`config.mk`:
```
export PLATFORM = sky130hd
export DESIGN_NAME = cordic_atan2_binary_angle
export DESIGN_NICKNAME = d
export VERILOG_FILES = /design/src/cab_pkg.sv /design/src/cab_stage.sv /design/src/cordic_atan2_binary_angle.sv
export SDC_FILE = /design/constraint.sdc
export NUM_CORES = 1
export LEC_CHECK = 0
export BUFFER_PORTS_ARGS = -buffer_cell sky130_fd_sc_hd__clkbuf_2
export CELL_PAD_IN_SITES_DETAIL_PLACEMENT = 1
export CELL_PAD_IN_SITES_GLOBAL_PLACEMENT = 1
export CORE_ASPECT_RATIO = 0.9
export CORE_UTILIZATION = 35
export CTS_BUF_LIST = sky130_fd_sc_hd__clkbuf_2
export CTS_CLUSTER_DIAMETER = 40
export DETAILED_ROUTE_END_ITERATION = 8
export MAX_ROUTING_LAYER = met4
export PLACE_DENSITY_LB_ADDON = 0.25
export RECOVER_POWER = 25
export REMOVE_ABC_BUFFERS = 1
export SLEW_MARGIN = 20
export SYNTH_ARGS = -nofsm -noshare
export SYNTH_HDL_FRONTEND = slang
export SYNTH_HIERARCHICAL = 1
export SYNTH_SLANG_ARGS = --single-unit
export TNS_END_PERCENT = 1
```
`constraint.sdc`:
```
create_clock -name clk -period 7.25 [get_ports clk]
set_clock_uncertainty 0.05 [all_clocks]
set_input_delay 0.3625 -clock clk [delete_from_list [all_inputs] [get_ports clk]]
set_output_delay 0.3625 -clock clk [all_outputs]
set_load 0.005 [all_outputs]
```
`src/cab_pkg.sv`:
```
`default_nettype none

package cab_pkg;

    localparam int CAB_ITERATIONS = 4;
    localparam int CAB_TABLE_LEN  = 16;
    localparam int CAB_COORD_W    = 16;
    localparam int CAB_ANGLE_W    = 16;
    localparam int CAB_HEADING_W  = 8;
    localparam logic [CAB_HEADING_W-1:0] CAB_HALF_TURN = 8'h80;

    // Working state of one item as it moves down the iteration pipeline.
    typedef struct packed {
        logic signed [CAB_COORD_W-1:0] x;
        logic signed [CAB_COORD_W-1:0] y;
        logic        [CAB_ANGLE_W-1:0] acc;
        logic                          down;
        logic                          neg_x;
        logic                          neg_y;
    } cab_state_t;

    // Arctangent of 2^-i in units of 65536 per turn.
    function automatic logic [CAB_ANGLE_W-1:0] cab_atan(input int idx);
        logic [CAB_ANGLE_W-1:0] t;
        begin
            case (idx)
                0:       t = 16'd8192;
                1:       t = 16'd4836;
                2:       t = 16'd2555;
                3:       t = 16'd1297;
                4:       t = 16'd651;
                5:       t = 16'd325;
                6:       t = 16'd162;
                7:       t = 16'd81;
                8:       t = 16'd40;
                9:       t = 16'd20;
                10:      t = 16'd10;
                11:      t = 16'd5;
                12:      t = 16'd2;
                13:      t = 16'd1;
                default: t = 16'd0;
            endcase
            return t;
        end
    endfunction

    // Clamp a 17-bit sum to the signed 16-bit range.
    function automatic logic signed [CAB_COORD_W-1:0] cab_sat(
        input logic signed [CAB_COORD_W:0] v
    );
        logic signed [CAB_COORD_W-1:0] r;
        begin
            if (v[CAB_COORD_W] != v[CAB_COORD_W-1])
            begin
                r = v[CAB_COORD_W] ? {1'b1, {(CAB_COORD_W-1){1'b0}}}
                                   : {1'b0, {(CAB_COORD_W-1){1'b1}}};
            end
            else
            begin
                r = v[CAB_COORD_W-1:0];
            end
            return r;
        end
    endfunction

endpackage

`default_nettype wire

```
`src/cab_stage.sv`:
```
`default_nettype none

module cab_stage #(
    parameter int STEP = 0
) (
    input  wire                      clk,
    input  wire                      rst_n,
    input  wire                      advance,
    input  wire                      valid_in,
    input  wire cab_pkg::cab_state_t state_in,
    output logic                     valid_out,
    output cab_pkg::cab_state_t      state_out
);
    import cab_pkg::*;

    localparam logic [CAB_ANGLE_W-1:0] ANGLE_STEP = cab_atan(STEP);

    logic                          valid_reg;
    cab_state_t                    state_reg;
    cab_state_t                    state_next;
    logic signed [CAB_COORD_W-1:0] x_shift;
    logic signed [CAB_COORD_W-1:0] y_shift;
    logic signed [CAB_COORD_W:0]   x_sum;
    logic signed [CAB_COORD_W:0]   y_sum;

    // One vectoring step; an item whose y is already zero passes unchanged.
    always_comb
    begin
        x_shift    = state_in.x >>> STEP;
        y_shift    = state_in.y >>> STEP;
        state_next = state_in;
        if (state_in.down)
        begin
            x_sum = {state_in.x[CAB_COORD_W-1], state_in.x} + {y_shift[CAB_COORD_W-1], y_shift};
            y_sum = {state_in.y[CAB_COORD_W-1], state_in.y} - {x_shift[CAB_COORD_W-1], x_shift};
        end
        else
        begin
            x_sum = {state_in.x[CAB_COORD_W-1], state_in.x} - {y_shift[CAB_COORD_W-1], y_shift};
            y_sum = {state_in.y[CAB_COORD_W-1], state_in.y} + {x_shift[CAB_COORD_W-1], x_shift};
        end
        if (state_in.y != '0)
        begin
            state_next.x    = cab_sat(x_sum);
            state_next.y    = cab_sat(y_sum);
            state_next.acc  = state_in.down ? state_in.acc + ANGLE_STEP
                                            : state_in.acc - ANGLE_STEP;
            state_next.down = ~state_next.y[CAB_COORD_W-1];
        end
    end

    always_ff @(posedge clk or negedge rst_n)
    begin
        if (!rst_n)
        begin
            valid_reg <= 1'b0;
        end
        else if (advance)
        begin
            valid_reg <= valid_in;
        end
    end

    always_ff @(posedge clk)
    begin
        if (advance)
        begin
            state_reg <= state_next;
        end
    end

    assign valid_out = valid_reg;
    assign state_out = state_reg;

endmodule

`default_nettype wire

```
`src/cordic_atan2_binary_angle.sv`:
```
// Heading of the vector between two points, as a binary angle of 256 units
// per full turn, found by CORDIC vectoring.
//
// Input channel: in_valid / in_ready carry one beat holding from_x, from_y,
// to_x and to_y. Output channel: out_valid / out_ready carry one beat holding
// heading. Every input beat gives exactly one output beat, in order.
//
// The pipeline has ITERATIONS + 2 register stages: a front stage forms the
// halved differences and their magnitudes, one stage per CORDIC iteration
// does a shift and a saturating add, and a last stage folds the angle into
// its quadrant. A new beat can be accepted in every cycle in which the
// pipeline is not held by a stalled receiver.
//
// When the receiver stalls with a result waiting, the whole pipeline holds
// and in_ready goes low in the same cycle; nothing is lost or repeated, and
// the pipeline resumes as soon as out_ready returns. Reset clears all valid
// bits, so the block comes out of reset empty and ready.
`default_nettype none

module cordic_atan2_binary_angle #(
    parameter int ITERATIONS = cab_pkg::CAB_ITERATIONS
) (
    input  wire                                     clk,
    input  wire                                     rst_n,
    input  wire                                     in_valid,
    output logic                                    in_ready,
    input  wire signed [cab_pkg::CAB_COORD_W-1:0]   from_x,
    input  wire signed [cab_pkg::CAB_COORD_W-1:0]   from_y,
    input  wire signed [cab_pkg::CAB_COORD_W-1:0]   to_x,
    input  wire signed [cab_pkg::CAB_COORD_W-1:0]   to_y,
    output logic                                    out_valid,
    input  wire                                     out_ready,
    output logic [cab_pkg::CAB_HEADING_W-1:0]       heading
);
    import cab_pkg::*;

    // The pipeline moves as one: it advances whenever the output register is
    // empty or its beat is being taken.
    logic advance;

    logic                          front_valid_reg;
    cab_state_t                    front_reg;
    cab_state_t                    front_next;
    logic signed [CAB_COORD_W-1:0] dx;
    logic signed [CAB_COORD_W-1:0] dy;

    logic       pipe_valid [0:ITERATIONS];
    cab_state_t pipe_state [0:ITERATIONS];

    logic                     out_valid_reg;
    logic [CAB_HEADING_W-1:0] heading_reg;
    logic [CAB_HEADING_W-1:0] heading_next;
    logic [CAB_HEADING_W-1:0] coarse;
    cab_state_t               last;

    assign advance  = ~out_valid_reg | out_ready;
    assign in_ready = advance;

    // Front stage: halve each coordinate (rounding toward minus infinity),
    // take the differences and their magnitudes. The differences stay within
    // -32767..32767, so the magnitudes fit the signed coordinate width.
    always_comb
    begin
        dx               = (from_x >>> 1) - (to_x >>> 1);
        dy               = (from_y >>> 1) - (to_y >>> 1);
        front_next.x     = dx[CAB_COORD_W-1] ? -dx : dx;
        front_next.y     = dy[CAB_COORD_W-1] ? -dy : dy;
        front_next.acc   = '0;
        front_next.down  = 1'b1;
        front_next.neg_x = dx[CAB_COORD_W-1];
        front_next.neg_y = dy[CAB_COORD_W-1];
    end

    always_ff @(posedge clk or negedge rst_n)
    begin
        if (!rst_n)
        begin
            front_valid_reg <= 1'b0;
        end
        else if (advance)
        begin
            front_valid_reg <= in_valid;
        end
    end

    always_ff @(posedge clk)
    begin
        if (advance)
        begin
            front_reg <= front_next;
        end
    end

    assign pipe_valid[0] = front_valid_reg;
    assign pipe_state[0] = front_reg;

    // One registered stage per CORDIC iteration.
    for (genvar i = 0; i < ITERATIONS; i++)
    begin : g_iter
        cab_stage #(
            .STEP (i)
        ) u_stage (
            .clk       (clk),
            .rst_n     (rst_n),
            .advance   (advance),
            .valid_in  (pipe_valid[i]),
            .state_in  (pipe_state[i]),
            .valid_out (pipe_valid[i+1]),
            .state_out (pipe_state[i+1])
        );
    end

    // Output stage: keep the top byte of the angle and fold it into the
    // quadrant given by the signs of the differences.
    always_comb
    begin
        last   = pipe_state[ITERATIONS];
        coarse = last.acc[CAB_ANGLE_W-1 -: CAB_HEADING_W];
        if (last.neg_x && last.neg_y)
        begin
            heading_next = coarse - CAB_HALF_TURN;
        end
        else if (last.neg_x)
        begin
            heading_next = CAB_HALF_TURN - coarse;
        end
        else if (last.neg_y)
        begin
            heading_next = '0 - coarse;
        end
        else
        begin
            heading_next = coarse;
        end
    end

    always_ff @(posedge clk or negedge rst_n)
    begin
        if (!rst_n)
        begin
            out_valid_reg <= 1'b0;
        end
        else if (advance)
        begin
            out_valid_reg <= pipe_valid[ITERATIONS];
        end
    end

    always_ff @(posedge clk)
    begin
        if (advance)
        begin
            heading_reg <= heading_next;
        end
    end

    assign out_valid = out_valid_reg;
    assign heading   = heading_reg;

endmodule

`default_nettype wire

```
==> results of run 1 <==
==> final cells by class <==
type / instances / share of cell area, %
multi-input combinational: 1585 / 56.6
sequential: 193 / 28.6
timing repair buffer: 157 / 5.92
tap: 680 / 4.22
inverter: 162 / 3.02
clock inverter: 15 / 1.11
clock buffer: 17 / 0.422
antenna: 7 / 0.0869
==> tightest hold or removal path, delay by kind of cell <==
kind	cells	cell delay, ps
and+or+nand+nor	2	320
xor gates and xnor gates	1	110
AOI/OAI and AO/OA	1	70
adders and majority gates	1	170
buffers and inverters	1	90
==> per-layer routing <==
metal	vias up	routed length, um	GRT usage, %
met5	-	0	-
met4	0	952	5.74
met3	49	1150	2.52
met2	180	24400	34.0
met1	7301	22600	23.6
li1	7560	-	-
==> through the flow <==
stage,hold slack (ps),utilization [%]
finish,155,39.7
global route,65.7,39.7
global placement,138,37.6
CTS,1.77,39.7
floorplan,16.9,-
detailed placement,143,37.6
==> placed cells by master (no fill, tap or decap), types with 13 or more instances in the layout <==
master / n
nor2b_1: 21
a21oi_1: 164
nand2_1: 133
nor3_1: 46
o21bai_1: 23
nand3_1: 42
o22ai_1: 14
ha_1: 179
o211ai_1: 18
o31ai_1: 18
a211oi_1: 25
a31oi_1: 22
dlygate4sd3_1: 76
xnor2_1: 129
o21a_1: 24
a21oi_2: 13
nand2b_1: 17
and3_1: 19
edfxtp_1: 187
a21o_1: 45
nor2_1: 146
o21ai_0: 113
mux2_2: 13
inv_1: 160
o21ai_1: 14
conb_1: 19
clkbuf_2: 89
xor2_1: 58
or2_2: 17
mux2i_1: 15
nand4_1: 14
nor4_1: 25
==> repair_timing <==
item	4_1_cts	5_1_grt
hold endpoints to repair	73	0
gates resized for setup	0	0
hold buffers	76	0
==> path summary, 6_finish.rpt <==
kind / end / slack, ps / depth (start not counted)
max: g_iter[2].u_stage/state_out[31] / 2440 / 14
min: front_reg[22] / 150 / 6
max reg2reg: g_iter[2].u_stage/state_out[31] / 2440 / 14
min reg2reg: g_iter[1].u_stage/state_out[4] / 420 / 0
max in group asynchronous: g_iter[2].u_stage/valid_out / 6750 / 3
min in group asynchronous: g_iter[3].u_stage/valid_out / 200 / 3
==> out/metrics.yaml, run 1 <==
layout:
  fin_cells: 2816
  largest_register_ff_count: 145
  nFillCells: 5968
  drive_above_1_share_pct: 9.30
  finalNetCount: 2375
  regArea_um2: 5770
  finalInstanceArea_um2: 20200
  multi_input_area_um2: 11400
  area_growth_pct: 11.4
setup_path:
  cp.required_ps: 8120
  path_max_fanout: 24
  critPathKind: "flip-flop to flip-flop"
  cp-start-kind: "flip-flop"
  r2r_start: "g_iter[1].u_stage/state_out[2]"
  critPathArrivalTime_ps: 5680
  crit_start: "g_iter[1].u_stage/state_out[2]"
  path_cells: "inv_1, o41ai_1, xor2_1, ha_1, a21oi_1, o21bai_1, a21o_1, a31oi_1, o21ai_0, a21oi_1, xnor2_1, ha_1, or2b_2, o22ai_1"
  end_kind: "flip-flop"
  crit_family: "compound AO/OA/AOI/OAI gates"
  slowest_delay_ps: 1020
  path_buf_inv: 1
  slowest_stage: "edfxtp_1"
routing:
  route.detailed.drc: 0
  vias: 15100
  first_iter_violations: 701
  viasPerCell: 5.36
  ant_nets: 0
  wirelength_um: 49100
  drtPass1Iterations: 5
  drt-wirelength-per-cell_um: 17.4
logic_synthesis:
  synth_area_um2: 18100
  syn_inst: 2005
  yosys_warnings: 6
  syn-mean-instance-area_um2: 9.03
die:
  fp-row-count: 78
  die_x_um: 242
  core_um2: 50700
  die_area_um2: 52600
  start_util_pct: 35.7
  io_pins: 78
  die_y_um: 218
sta:
  slew_viol_final: 41
  period_share_pct: 66.3
  period_needed_ps: 4810
  fmax_mhz: 208
  hold_viol: 0
  relSlewSlack_pct: -31.3
  layout_setup_ws_ps: 2440
  setup_violations: 0
  rsz0062_at_grt: "false"
  tns_ps: 0
  tightestPinTransition_ps: 1970
placed_design:
  placed_area_um2: 19100
  io_buffers: 73
  hpwl_um: 38600
  gp_congestion: 0.873
  dp_slack_ps: 2470
  dp.cells: 2701
cts:
  cts-root-buf: "clkbuf_2"
  clk_pin_slew_ps: 320
  cts_buffers: 17
  postCtsSetupRepairBufs: 0
  clkSinkCount: 193
  clock_latency_ps: 1050
  cts_tree: "done"
  clock_path_buffers: 2
  htree_levels: 4
status:
  violations: "max-capacitance violations, max-slew violations"
  status: "finished with violations"
global_routing:
  grt_pass1_vias: 15600
  grt_start_max_net_pins: 155
  grt_pass1_wl_um: 80400
  grt_usage_pct: 19.5
  antenna_found_initial: 2
  grt_overflow: 0
worst_hold_path:
  hold_class: "primary input to flip-flop"
  min-delay-start: "from_y[2]"
flow_run:
  maxCapViolCount: 1
Power of run 1 is left out: the tool's default activity adds up to more than one toggle a clock period on the data nets, which glitch-free logic cannot reach.
==> run 2: changes to the inputs <==
clock period = 4 ns   (was 7.25 ns; I/O delays follow)
==> run 2 against run 1 <==
The run still ends with max-capacitance violations, max-slew violations left. Global-route usage increased by 1.1 points. Highest routed layer unchanged. Routed wire length increased by 7.9%. Maximum frequency rose by 22%.
==> out/metrics.yaml, run 2 (synthesis results as in run 1) <==
status:
  status: "finished with violations"  # unchanged
  violations: "max-capacitance violations, max-slew violations"  # unchanged
flow_run:
  maxCapViolCount: 2  # was 1
layout:
  layout_common_cells: "edfxtp_1 (187), ha_1 (172), inv_1 (158)"  # was edfxtp_1 (187), ha_1 (179), a21oi_1 (164)
  fin_cells: 2960  # was 2816
  area_growth_pct: 19.4  # was 11.4%
  drive_above_1_share_pct: 17.9  # was 9.30%
  nFillCells: 5988  # was 5968
  finalNetCount: 2524  # was 2375
  layout_commonest_cell: "edfxtp_1"  # unchanged
  largest_register_ff_count: 145  # unchanged
setup_path:
  path_cells: "or4_4, nor4b_4, a21oi_1, xor2_1, ha_2, nand3_2, o311a_4, o41ai_4, xor2_1, buf_4, buf_6, o211ai_1, nand3_1"  # was inv_1, o41ai_1, xor2_1, ha_1, a21oi_1, o21bai_1, a21o_1, a31oi_1, o21ai_0, a21oi_1, xnor2_1, ha_1, or2b_2, o22ai_1
  path_max_fanout: 6  # was 24
  end_kind: "flip-flop"  # unchanged
  cp.required_ps: 4620  # was 8120 ps
  slowest_stage: "or4_4"  # was edfxtp_1
  critPathArrivalTime_ps: 4570  # was 5680 ps
  r2r_slack_ps: 50  # was 2440 ps
  critPathKind: "flip-flop to flip-flop"  # unchanged
  crit_top_cell: "xor2_1"
  cp-start-kind: "flip-flop"  # unchanged
  slowest_delay_ps: 600  # was 1020 ps
cts:
  cts_tree: "done"  # unchanged
  cts_buffers: 17  # unchanged
  clk_pin_slew_ps: 300  # was 320 ps
  clock_path_buffers: 2  # unchanged
  htree_levels: 4  # unchanged
  clock_latency_ps: 980  # was 1050 ps
  cts-root-buf: "clkbuf_2"  # unchanged
  clkSinkCount: 193  # unchanged
placed_design:
  gp_congestion: 0.915  # was 0.873
  hpwl_um: 41700  # was 38600 um
  dp.cells: 2826  # was 2701
  dp_slack_ps: -314  # was 2470 ps
  io_buffers: 73  # unchanged
sta:
  period_share_pct: 98.7  # was 66.3%
  tightestPinTransition_ps: 1940  # was 1970 ps
  layout_setup_ws_ps: 52.0  # was 2440 ps
  hold_viol: 0  # unchanged
  period_needed_ps: 3950  # was 4810 ps
  relSlewSlack_pct: -29.2  # was -31.3%
  fmax_mhz: 253  # was 208 MHz
  rsz0062_at_grt: "true"  # was false
  setup_violations: 0  # unchanged
  slew_viol_final: 101  # was 41
die:
  die_area_um2: 52600  # unchanged
  die_y_um: 218  # unchanged
  die_x_um: 242  # unchanged
  fp-row-count: 78  # unchanged
  start_util_pct: 35.7  # unchanged
  io_pins: 78  # unchanged
  core_um2: 50700  # unchanged
routing:
  route.detailed.drc: 0  # unchanged
  wirelength_um: 53000  # was 49100 um
  drt-wirelength-per-cell_um: 17.9  # was 17.4 um
  ant_nets: 0  # unchanged
  highest_layer: "met4"  # unchanged
  met2_length_um: 26400  # was 24400 um
  wl_met3_um: 1310  # was 1150 um
  first_iter_violations: 692  # was 701
  viasPerCell: 5.34  # was 5.36
  drtPass1Iterations: 5  # unchanged
  met1_length_um: 24200  # was 22600 um
  vias: 15800  # was 15100
global_routing:
  grt_pass1_wl_um: 85200  # was 80400 um
  grt_overflow: 0  # unchanged
  antenna_found_initial: 2  # unchanged
  grt_start_max_net_pins: 62  # was 155
  grt_pass1_vias: 16500  # was 15600
  grt_usage_pct: 20.6  # was 19.5%
worst_hold_path:
  hold_class: "primary input to flip-flop"  # unchanged
[run 2: cell types whose count changed in the layout (fill, tap and decap cells not counted), sizes merged]
cell / delta
buf: +144
diode: -5
dlygate4sd3: +4
bufinv: -3
inv: +3
clkinv: +2
clkinvlp: -2
or2b: +1
[run 2: area by class of cell]
class / count / area [um^2] / area share (%)
clock inverter: 15 / 178 / 0.822
tap: 680 / 851 / 3.93
multi-input combinational: 1586 / 11800 / 54.4
antenna: 2 / 5.00 / 0.0231
sequential: 193 / 5770 / 26.7
clock buffer: 17 / 85.1 / 0.393
timing repair buffer: 305 / 2360 / 10.9
inverter: 162 / 608 / 2.81
[run 2: critical path: cells and delay by family, from the launching register on]
kind / cells / cell delay, ps
AO/OA/AOI/OAI: 4 / 1120
XOR/XNOR: 2 / 280
adder cells (fa/ha/maj): 1 / 390
buffers and inverters: 2 / 310
flip-flops: 1 / 460
AND/OR/NAND/NOR: 4 / 1120
[run 2: stage by stage]
stage	setup TNS (ps)	hold WS, ps	utilization, %	area (um^2)
3_5_place_dp	-5050	-19.1	39.6	20100
5_1_grt	-1930	44.6	42.6	21600
4_1_cts	-57.7	0.138	41.8	21200
2_1_floorplan	-319070	-146	-	17800
6_report	0	99.8	42.6	21600
3_3_place_gp	-1240	-25.1	39.6	20100
[run 2: final timing paths]
kind,from,end,cells past startpoint
min reg2reg,g_iter[0].u_stage/state_out[4],g_iter[1].u_stage/state_out[4],0
max,g_iter[0].u_stage/state_out[22],g_iter[1].u_stage/state_out[44],13
min,to_y[6],front_reg[24],5
max in group asynchronous,rst_n,g_iter[1].u_stage/valid_out,4
min in group asynchronous,rst_n,g_iter[3].u_stage/valid_out,4
max reg2reg,g_iter[0].u_stage/state_out[22],g_iter[1].u_stage/state_out[44],13
[run 2: per-layer routing]
metal	track usage, %	up-vias
li1	-	7857
met1	24.6	7677
met2	36.6	203
met3	2.66	61
met4	5.21	0
met5	-	-
[run 2: repair_timing]
item / CTS / global route
cloned: 1 / 1
hold buffers: 80 / 0
setup buffers: 1 / 19
endpoints found under the setup margin: 31 / 76
resized for setup: 9 / 73
pin swaps: 4 / 36
hold endpoints to repair: 38 / 0
Power of run 2 is left out for the same reason.
